**config.mk**
```make
export PLATFORM = sky130hd
export DESIGN_NAME = can_tx_message_queue_commit
export DESIGN_NICKNAME = d
export VERILOG_FILES = /design/src/sv/cantxq_pkg.sv /design/src/sv/can_tx_message_queue_commit.sv
export SDC_FILE = /design/constraint.sdc
export NUM_CORES = 1
export LEC_CHECK = 0
export BUFFER_PORTS_ARGS = -buffer_cell sky130_fd_sc_hd__buf_4
export CORE_AREA = 5 5 368 370
export CTS_CLUSTER_DIAMETER = 120
export CTS_CLUSTER_SIZE = 20
export DETAILED_ROUTE_END_ITERATION = 16
export DIE_AREA = 0 0 373 375
export SLEW_MARGIN = 20
export SYNTH_ARGS = -nofsm -noshare
export SYNTH_HDL_FRONTEND = slang
export SYNTH_SLANG_ARGS = --single-unit
```
**constraint.sdc**
```tcl
create_clock -name clk -period 11 [get_ports clk]
set_input_delay 1.65 -clock clk [delete_from_list [all_inputs] [get_ports clk]]
set_output_delay 1.65 -clock clk [all_outputs]
set_load 0.005 [all_outputs]
```
**src/sv/cantxq_pkg.sv**
```systemverilog
// shared constants, request codes and helpers of the can transmit queue
package cantxq_pkg;

  localparam int unsigned QUEUE_DEPTH_DEFAULT = 16;

  localparam int unsigned ID_W   = 11;
  localparam int unsigned LEN_W  = 4;
  localparam int unsigned DATA_W = 64;
  localparam int unsigned REQ_W  = 2;
  localparam int unsigned BYTES  = DATA_W / 8;

  typedef enum logic [REQ_W-1:0] {
    REQ_WRITE  = 2'd0,
    REQ_PEEK   = 2'd1,
    REQ_COMMIT = 2'd2,
    REQ_CLEAR  = 2'd3
  } req_t;

  // bytes at or above the length are zeroed, lengths of eight and above keep all
  function automatic logic [DATA_W-1:0] mask_data(input logic [LEN_W-1:0] len,
                                                  input logic [DATA_W-1:0] data);
    logic [DATA_W-1:0] res;
    res = data;
    for (int i = 0; i < BYTES; i++) begin
      if ({1'b0, len} <= (LEN_W+1)'(i)) begin
        res[i*8 +: 8] = 8'h00;
      end
    end
    return res;
  endfunction

endpackage

```
**src/sv/can_tx_message_queue_commit.sv**
```systemverilog
// can transmit message queue: ring of message slots with write, peek, commit and clear
//
// One request is taken per clock cycle (busy never rises). A request taken at a
// clock edge is registered and worked on in the next cycle. Its result is
// registered at the end of that cycle and appears on the result ports, marked
// by done, and stays for exactly one cycle. The receiver cannot stall it, so
// results must be taken as they appear.
// Every result shows the head message and the empty and full status after the
// request; head fields read zero while the queue is empty. The slot store is three
// arrays (id, length, data) written at the write pointer and read at the head pointer.
module can_tx_message_queue_commit #(
  parameter int unsigned QUEUE_DEPTH = cantxq_pkg::QUEUE_DEPTH_DEFAULT
) (
  input  logic                            clk,
  input  logic                            rst,
  input  logic                            start,
  output logic                            busy,
  input  logic [cantxq_pkg::REQ_W-1:0]    req_type,
  input  logic [cantxq_pkg::ID_W-1:0]     msg_id,
  input  logic [cantxq_pkg::LEN_W-1:0]    msg_len,
  input  logic [cantxq_pkg::DATA_W-1:0]   msg_data,
  output logic                            done,
  output logic                            ok,
  output logic [cantxq_pkg::ID_W-1:0]     head_id,
  output logic [cantxq_pkg::LEN_W-1:0]    head_len,
  output logic [cantxq_pkg::DATA_W-1:0]   head_data,
  output logic                            is_empty,
  output logic                            is_full
);

  localparam int unsigned PTR_W = (QUEUE_DEPTH > 1) ? $clog2(QUEUE_DEPTH) : 1;
  localparam logic [PTR_W-1:0] LAST_PTR = PTR_W'(QUEUE_DEPTH - 1);

  // slot store
  logic [cantxq_pkg::ID_W-1:0]   slot_id   [QUEUE_DEPTH];
  logic [cantxq_pkg::LEN_W-1:0]  slot_len  [QUEUE_DEPTH];
  logic [cantxq_pkg::DATA_W-1:0] slot_data [QUEUE_DEPTH];

  // input register
  logic                          in_valid;
  cantxq_pkg::req_t              in_req;
  logic [cantxq_pkg::ID_W-1:0]   in_id;
  logic [cantxq_pkg::LEN_W-1:0]  in_len;
  logic [cantxq_pkg::DATA_W-1:0] in_data;

  // queue pointers
  logic [PTR_W-1:0] write_ptr, write_ptr_next;
  logic [PTR_W-1:0] read_ptr, read_ptr_next;
  logic             full_flag, full_flag_next;

  logic                          empty_now;
  logic                          empty_next;
  logic                          wr_en;
  logic                          ok_next;
  logic [cantxq_pkg::DATA_W-1:0] wr_data;
  logic [PTR_W-1:0]              wr_adv;
  logic [PTR_W-1:0]              rd_adv;

  assign busy = 1'b0;

  always_ff @(posedge clk) begin
    if (rst) begin
      in_valid <= 1'b0;
    end else begin
      in_valid <= start && !busy;
    end
  end

  always_ff @(posedge clk) begin
    if (start && !busy) begin
      in_req  <= cantxq_pkg::req_t'(req_type);
      in_id   <= msg_id;
      in_len  <= msg_len;
      in_data <= msg_data;
    end
  end

  assign empty_now = (read_ptr == write_ptr) && !full_flag;
  assign wr_adv    = (write_ptr == LAST_PTR) ? '0 : write_ptr + PTR_W'(1);
  assign rd_adv    = (read_ptr == LAST_PTR) ? '0 : read_ptr + PTR_W'(1);
  assign wr_data   = cantxq_pkg::mask_data(in_len, in_data);

  always_comb begin
    write_ptr_next = write_ptr;
    read_ptr_next  = read_ptr;
    full_flag_next = full_flag;
    wr_en          = 1'b0;
    ok_next        = 1'b0;
    if (in_valid) begin
      unique case (in_req)
        cantxq_pkg::REQ_WRITE: begin
          if (!full_flag) begin
            wr_en          = 1'b1;
            write_ptr_next = wr_adv;
            full_flag_next = (wr_adv == read_ptr);
            ok_next        = 1'b1;
          end
        end
        cantxq_pkg::REQ_PEEK: begin
          ok_next = !empty_now;
        end
        cantxq_pkg::REQ_COMMIT: begin
          if (!empty_now) begin
            read_ptr_next  = rd_adv;
            full_flag_next = 1'b0;
            ok_next        = 1'b1;
          end
        end
        cantxq_pkg::REQ_CLEAR: begin
          read_ptr_next  = '0;
          write_ptr_next = '0;
          full_flag_next = 1'b0;
        end
        default: begin
        end
      endcase
    end
  end

  assign empty_next = (read_ptr_next == write_ptr_next) && !full_flag_next;

  always_ff @(posedge clk) begin
    if (rst) begin
      write_ptr <= '0;
      read_ptr  <= '0;
      full_flag <= 1'b0;
      done      <= 1'b0;
    end else begin
      write_ptr <= write_ptr_next;
      read_ptr  <= read_ptr_next;
      full_flag <= full_flag_next;
      done      <= in_valid;
    end
  end

  always_ff @(posedge clk) begin
    if (wr_en) begin
      slot_id[write_ptr]   <= in_id;
      slot_len[write_ptr]  <= in_len;
      slot_data[write_ptr] <= wr_data;
    end
  end

  // head read, with bypass when the new message becomes the head in this cycle
  always_ff @(posedge clk) begin
    if (in_valid) begin
      ok       <= ok_next;
      is_empty <= empty_next;
      is_full  <= full_flag_next;
      if (empty_next) begin
        head_id   <= '0;
        head_len  <= '0;
        head_data <= '0;
      end else if (wr_en && (write_ptr == read_ptr_next)) begin
        head_id   <= in_id;
        head_len  <= in_len;
        head_data <= wr_data;
      end else begin
        head_id   <= slot_id[read_ptr_next];
        head_len  <= slot_len[read_ptr_next];
        head_data <= slot_data[read_ptr_next];
      end
    end
  end

endmodule

```
# Yosys cells after proc, flatten, opt, wreduce, memory -nomap -nowiden
# Memories as Yosys holds them, arrays and structs flattened. A register that Yosys moved wholly into a read port is not among the register bits.
# Cells that the tools add are included.
# totals
out_inout_bits	84
latchBits	0
romBits	0
in_bits	84
mem_bits_rw	1264
reg_bits	95
memories	3
elab_cells	66
# op_classes
n_shift	0
n_reduce_logical	6
mul	0
n_eq_ne	8
n_div	0
bitwise_logic	0
order_cmp	8
mux	27
addsub	2
# memory_table
name	depth	width	read_ports	rd_ports_with_merged_regs	wr	line	rtl
slot_data	16	64	1	1	1	can_tx_message_queue_commit.sv:37	logic [cantxq_pkg::DATA_W-1:0] slot_data [QUEUE_DEPTH];
slot_id	16	11	1	1	1	can_tx_message_queue_commit.sv:35	logic [cantxq_pkg::ID_W-1:0] slot_id [QUEUE_DEPTH];
slot_len	16	4	1	1	1	can_tx_message_queue_commit.sv:36	logic [cantxq_pkg::LEN_W-1:0] slot_len [QUEUE_DEPTH];
# ops
op	count
$mux 8	8
$mux 4	6
$le 4x3->1 const B	4
$pmux 4 s2	2
$eq 4x4->1	3
$mux 1	9
$add 4x1->4 const B	2
$eq 4x4->1 const B	2
$le 4x1->1 const B	2
$le 4x2->1 const B	2
$pmux 1 s3	2
$eq 2x2->1 const B	2
$logic_not 1->1	3
$eq 2x1->1 const B	1
$logic_and 1x1->1	2
$logic_not 2->1	1

# Depth between registers and ports, before layout
# Gate-level depths: netlist of the first run.
# depth
ltp_word	8
ltp_mapped	14
depth_no_buf	10

# Worst setup path before layout of the first run
# OpenSTA, ideal clock, no wires.
# synth_path
kind	reg2reg
from	register in_valid
to	memory slot_data[2][0] in the netlist's numbering (enable)
path_buffers	1
synth_period_minus_slack_ns	9.007
path_stages_with_launch	6
required_time_ns	10.387
setup_time_ns	0.613
path_slack_ns	1.993
t_arrival_ns	8.393
path_cell_list	dfxtp_1 -> buf_2 -> inv_1 -> nor2_1 -> nand2_1 -> nor3_1
# synth_between
elab_chain_cells	3
# synth_rtl
element	line	rtl
from (decl)	can_tx_message_queue_commit.sv:40	logic in_valid;
from (signal assigned)	can_tx_message_queue_commit.sv:65	in_valid <= start && !busy;
$mux 1	can_tx_message_queue_commit.sv:89	if (in_valid) begin
$mux 1	can_tx_message_queue_commit.sv:137	if (wr_en) begin
$mux 1 (not written as such)	can_tx_message_queue_commit.sv:140	slot_data[write_ptr] <= wr_data;
to (decl)	can_tx_message_queue_commit.sv:37	
# Every way passes these cells.

# Worst setup path after layout of the first run
# layout_path
from	register in_valid
to	register head_data[14] in the netlist's numbering, read port of slot_data, data pin
# layout_between
elab_chain_cells	3
elab_cells_between_ends	6
classes_between	1 x eq/ne; 3 x mux; 2 x reduce/logical
# layout_rtl
element	line	rtl
$mux 4 or $mux 1 (tied branches)	can_tx_message_queue_commit.sv:89	
$eq 4x4->1 or $logic_not 1->1 (tied branches)	can_tx_message_queue_commit.sv:120	assign empty_next = (read_ptr_next == write_ptr_next) && !full_flag_next;
$logic_and 1x1->1	can_tx_message_queue_commit.sv:120	
to (decl)	can_tx_message_queue_commit.sv:26	output logic [cantxq_pkg::DATA_W-1:0] head_data,
# Parallel ways exist; a longest one is shown, timed or not.
# A chain may end at the register's enable or synchronous reset.

==> results of run 1 <==
-- synth_stat cells (all sizes together) (9+ instances only) --
master	instances	area, um^2
edfxtp	1427	42900
mux2i	451	4510
o22ai	210	1310
nand2	198	743
a21oi	171	856
a22o	150	1310
buf	128	706
clkbuf	83	320
o221a	78	878
or3b	70	613
nor2b	60	375
nor2	30	118
a22oi	19	143
a211oi	12	90.1
and3	12	75.1
dfxtp	11	220
xnor2	11	96.3
a32o	9	90.1
and2	9	56.3
ha	9	113
o211ai	9	67.6
-- worst max path at each step --
stage	slack [ns]	endpoint	depth (start not counted)	from
3_3_place_gp	5.55	head_data[14]	9	in_valid
4_1_cts	5.39	head_data[41]	9	in_valid
2_1_floorplan	1.99	slot_data[2][0]	5	in_valid
6_report	5.38	head_data[14]	9	in_valid
3_5_place_dp	5.44	head_data[40]	9	in_valid
5_1_grt	5.15	head_data[13]	9	in_valid
-- kinds of logic after synthesis --
kind of cell / share of synthesized area (%)
mux: 8.09
other cells: 0.00669
simple gates: 3.88
buf+inv: 1.88
flops: 76.8
fa+ha+maj: 0.201
compound gates: 8.90
xor+xnor: 0.232
-- layer usage --
layer  track usage (%)  wire length (um)
met5                 0                 0
met4              5.43              3450
met1              28.2             61900
met3              2.42              8520
met2              31.7             67400
-- area by class of cell --
class | count | area, um^2
antenna | 1 | 2.50
clock buffer | 100 | 2180
clock inverter | 7 | 111
fill | 11200 | 70600
inverter | 8 | 30.0
multi-input combinational | 1574 | 12200
sequential | 1438 | 43100
tap | 1768 | 2210
timing repair buffer | 252 | 1930
-- worst reg2reg max path: cells and delay by family (launching register included) --
family | cells | cell delay, ns
AO/OA/AOI/OAI | 4 | 0.93
buffers and inverters | 2 | 1.88
AND/OR/NAND/NOR | 2 | 1.18
flip-flops | 1 | 1.05
multiplexers | 1 | 0.32
-- stage by stage --
stage          total power [W]  instance area [um^2]  hold WS, ns  setup slack, ns
2_1_floorplan          0.00642                 56100        0.588             1.99
3_3_place_gp           0.00660                 59400        0.751             5.55
3_5_place_dp           0.00660                 59400        0.764             5.44
4_1_cts                0.00970                 61700        0.775             5.39
5_1_grt                0.00993                 61700        0.828             5.15
6_report               0.00961                 61700        0.769             5.38
-- state kept, by name, indices dropped and copies added (netlist names) --
signal	flops
ok	1
head_len	4
write_ptr	4
is_full	1
head_id	11
slot_len	64
read_ptr	4
slot_id	176
in_req	2
in_len	4
in_valid	1
head_data	64
full_flag	1
in_id	11
is_empty	1
done	1
in_data	64
slot_data	1024
-- power breakdown --
| group | total (W) | leakage [nW] | switching, W | internal [W] |
|---|---|---|---|---|
| registers | 0.00618 | 13.1 | 0.0000494 | 0.00613 |
| clock network | 0.00314 | 1.12 | 0.00170 | 0.00143 |
| logic | 0.000299 | 8.74 | 0.000206 | 0.0000928 |
==> flow_summary.json, run 1 <==
{
  "syn2layout_area_growth_pct": 10.1,
  "route.vias.total": 29800,
  "drtIter0Drc": 3129,
  "max_slew_margin_pct": 22.5,
  "whs_path_depth": 2,
  "status": "complete, no violations",
  "post_synth.cell_area_avg_um2": 17.4,
  "synthesis.nets": 3324,
  "per_cell_routed_wire_length_um": 27.4,
  "initial_utilization_pct": 42.4,
  "power_leakage_nw": 23.0,
  "min_path_type": "reg -> reg",
  "grt_setup_unrepaired": "false",
  "critical_path.endpoint_type": "flop",
  "cts.repair_timing.setup_buffer_count": 0,
  "critical_path.cell_chain": "o21ai_2, a32o_1, nor2_4, buf_12, buf_4, mux2i_1, o22ai_1, or3b_1, o221a_2",
  "post-route-drc-count": 0,
  "first_pass_grt_wire_length_um": 204000,
  "hold_end": "slot_data[8][19]",
  "synth.distinct_cells": 63,
  "share_of_cells_above_drive_strength_1_pct": 13.3,
  "drtAntennaViolNets": 0,
  "cp_num_buf_inv": 2,
  "reg2reg_depth": 9,
  "peakVddDrop_uv": 102,
  "gr-total-overflow": 0,
  "clkSlewWorstSetupHoldPaths_ns": 0.09,
  "critical_path.startpoint_type": "flop",
  "final_max_slew_viol_count": 0,
  "vias_per_cell": 5.80,
  "finish.utilization_pct": 46.7,
  "crit-reg2reg-capture": "head_data[14]",
  "fp.dieW_um": 373,
  "reg2reg_from": "in_valid",
  "detailedRoute.firstPassIterationCount": 6,
  "synth-edff-count": 1427,
  "worst_slew_pin_slew_ns": 1.16,
  "layout_commonest_cell": "edfxtp_1",
  "cts.sink_count": 1438,
  "tritoncts_clock_tree": "built",
  "insertion_delay_ns": 0.70,
  "num_io_pins": 168,
  "final.period_utilization_pct": 51.1,
  "timing.final.hold_violations": 0,
  "setup_viol": 0,
  "synth_sequential_area_ratio_pct": 76.8,
  "grt_pass1_vias": 29100,
  "setup.worst_path.class": "reg -> reg",
  "buffer_ports.inserted": 166,
  "skew_ns": 0.0311,
  "ys.flop_type": "edfxtp_1",
  "core.rowCount": 134,
  "groute.usage.overall_pct": 19.6,
  "critical-path-max-stage-delay_ns": 1.05,
  "dp.cells": 5040,
  "max_clock_freq_mhz": 178,
  "layout_min_cycle_time_ns": 5.62,
  "number_of_maximum_capacitance_violations": 0,
  "grt_antenna_before_repair": 2,
  "worstHoldStart": "in_data[19]",
  "setup_tns_ns": 0,
  "synthesis.instances": 3231,
  "r2r_setup_slack_ns": 5.38,
  "clk_path_buf_depth": 3,
  "crit_arrival_ns": 6.07,
  "critPathSlowestCell": "dfxtp_4",
  "largest_net_degree_at_the_start_of_global_routing": 199,
  "total_of_warnings_raised_by_yosys": 0,
  "postSynthRegisterBits": 1438,
  "timing.critical_path.required_ns": 11.44,
  "final_cells": 5148,
  "routed_wirelength_um": 141000,
  "cts_root_buffer": "clkbuf_16",
  "syn_area_mm2": 0.0561,
  "power.density_cell_area_mw_per_mm2": 156,
  "hpwlAfterDp_um": 69100,
  "timing.critical_path.max_delay_family": "buffers and inverters",
  "cts.hold.buffers_added": 0,
  "share_of_flip_flops_with_an_asynchronous_set_or_reset_after_synthesis_pct": 0,
  "die_area_mm2": 0.140,
  "cts_inserted_buffers": 82,
  "fin_nets": 3449,
  "h_tree_lvls": 3,
  "final_cell_mix": "edfxtp_1, mux2i_1, buf_4, o22ai_1, nand2_1",
  "routabilityCongestion": 0.748,
  "cts.repair.resized": 0,
  "path_max_fanout": 135,
  "core_area_mm2": 0.132,
  "fp.dieH_um": 375
}
(Power assumes the default switching activity.)
==> run 2, diff against run 1 <==
==> constraint.sdc (replaced) <==
create_clock -name clk -period 4.8 [get_ports clk]
set_input_delay 0.72 -clock clk [delete_from_list [all_inputs] [get_ports clk]]
set_output_delay 0.72 -clock clk [all_outputs]
set_load 0.005 [all_outputs]
==> run 2 against run 1 <==
Sequential cell count unchanged; non-clock buffer count rose by 20; via count down 0.44%; utilization up 0.43 points; clock skew up 0.0012 ns; first-iteration DRC count fell by 8.2%; routed wire length down 1.1%.
==> flow_summary.json, run 2 (synthesis gave the netlist of run 1 again) <==
{
  "cts.hold.buffers_added": 0,
  "critical_path.endpoint_type": "flop",
  "critical_path.startpoint_type": "flop",
  "per_cell_routed_wire_length_um": 27.0,
  "h_tree_lvls": 3,
  "timing.final.hold_violations": 0,
  "critPathSlowestCell": "dfxtp_1",
  "power.density_cell_area_mw_per_mm2": 353,
  "groute.usage.overall_pct": 19.4,
  "worst_slew_pin_slew_ns": 1.14,
  "grt_pass1_vias": 29500,
  "layout_min_cycle_time_ns": 3.92,
  "setup_tns_ns": 0,
  "setup.worst_path.class": "reg -> reg",
  "grt_antenna_before_repair": 5,
  "status": "complete, no violations",
  "final.period_utilization_pct": 81.6,
  "hpwlAfterDp_um": 73200,
  "clkSlewWorstSetupHoldPaths_ns": 0.09,
  "peakVddDrop_uv": 258,
  "critical-path-max-stage-delay_ns": 0.79,
  "crit_arrival_ns": 4.50,
  "max_slew_margin_pct": 23.7,
  "dp.cells": 5060,
  "drtAntennaViolNets": 0,
  "insertion_delay_ns": 0.71,
  "cts.repair.resized": 0,
  "gr-total-overflow": 0,
  "tritoncts_clock_tree": "built",
  "path_max_fanout": 28,
  "final_cell_mix": "edfxtp_1, mux2i_1, buf_4, o22ai_1, nand2_1",
  "num_io_pins": 168,
  "syn2layout_area_growth_pct": 11.1,
  "power_leakage_nw": 23.2,
  "fp.dieW_um": 373,
  "routabilityCongestion": 0.796,
  "reg.largest.list": "slot_data: 1024 flops, slot_id: 176 flops",
  "hold_slack_ns": 0.192,
  "buffer_ports.inserted": 166,
  "layout_commonest_cell": "edfxtp_1",
  "cts_inserted_buffers": 82,
  "setup_viol": 0,
  "route.vias.total": 29700,
  "largest_net_degree_at_the_start_of_global_routing": 116,
  "min_path_type": "in -> reg",
  "fp.dieH_um": 375,
  "vias_per_cell": 5.75,
  "drtIter0Drc": 2871,
  "final_cells": 5166,
  "die_area_mm2": 0.140,
  "cts.repair_timing.setup_buffer_count": 0,
  "timing.critical_path.required_ns": 5.38,
  "clk_path_buf_depth": 3,
  "share_of_cells_above_drive_strength_1_pct": 14.0,
  "finish.utilization_pct": 47.1,
  "core_area_mm2": 0.132,
  "worst_slack_ns": 0.882,
  "antenna_cells": 0,
  "cts_root_buffer": "clkbuf_16",
  "number_of_maximum_capacitance_violations": 0,
  "cts.sink_count": 1438,
  "first_pass_grt_wire_length_um": 203000,
  "final_max_slew_viol_count": 0,
  "fin_nets": 3469,
  "post_place_setup_slack_ns": 0.930,
  "detailedRoute.firstPassIterationCount": 5,
  "number_of_flip_flops_in_the_largest_register": 1024,
  "skew_ns": 0.0323,
  "grt_setup_unrepaired": "false",
  "routed_wirelength_um": 140000,
  "core.rowCount": 134,
  "registers.top_by_ff_count": "slot_data",
  "initial_utilization_pct": 42.4,
  "post-route-drc-count": 0,
  "critical_path.cell_chain": "xnor2_1, and3_1, nand2_1, mux2i_1, nand3_4, buf_4, o22ai_1, or3b_1, o221a_1",
  "max_clock_freq_mhz": 255
}
==> run 2: cell types whose count changed in the layout (fill, tap and decap cells not counted), sizes merged <==
cell / change
inv: +1
clkbuf: -1
diode: -1
buf: +20
bufinv: -1
==> run 2: worst paths after layout <==
check	startpoint	to	slack, ns	cells after the start
setup / recovery	write_ptr[3]	head_id[5]	0.88	9
hold / removal	msg_data[55]	in_data[55]	0.19	1
setup reg to reg	write_ptr[3]	head_id[5]	0.88	9
hold reg to reg	full_flag	full_flag	0.71	2
==> run 2: area by class of cell <==
cell class                 count  area, um^2
fill                       11200       70000
clock inverter                 7        86.3
inverter                       8        30.0
timing repair buffer         272        2480
multi-input combinational   1574       12200
clock buffer                  99        2180
sequential                  1438       43100
tap                         1768        2210
==> run 2: worst max-delay path, delay by kind of cell, from the launching register on <==
kind | cells | cell delay, ns
xor gates and xnor gates | 1 | 0.21
DFF | 1 | 0.79
AOI/OAI and AO/OA | 2 | 0.39
muxes | 1 | 0.66
and+or+nand+nor | 4 | 1.25
buffers and inverters | 1 | 0.46
==> run 2: metal layers <==
metal,vias to the layer above,track usage (%),routed length [um]
li1,13200,-,-
met1,15400,27.2,60900
met2,931,31.6,66800
met3,174,3.58,8740
met4,2,5.04,3190
met5,-,0,13
==> run 2: stage by stage <==
stage          cell area, um^2  power (W)
5_1_grt                  62300     0.0227
3_5_place_dp             60000     0.0151
2_1_floorplan            56200     0.0147
3_3_place_gp             60000     0.0151
4_1_cts                  62200     0.0222
6_report                 62300     0.0220
==> run 2: where the power goes <==
| group | internal, W | switching [W] | leakage (nW) | total [W] |
|---|---|---|---|---|
| logic | 0.000213 | 0.000475 | 8.95 | 0.000688 |
| clock network | 0.00323 | 0.00391 | 1.11 | 0.00714 |
| registers | 0.0140 | 0.000110 | 13.1 | 0.0142 |
| total | 0.0175 | 0.00450 | 23.2 | 0.0220 |
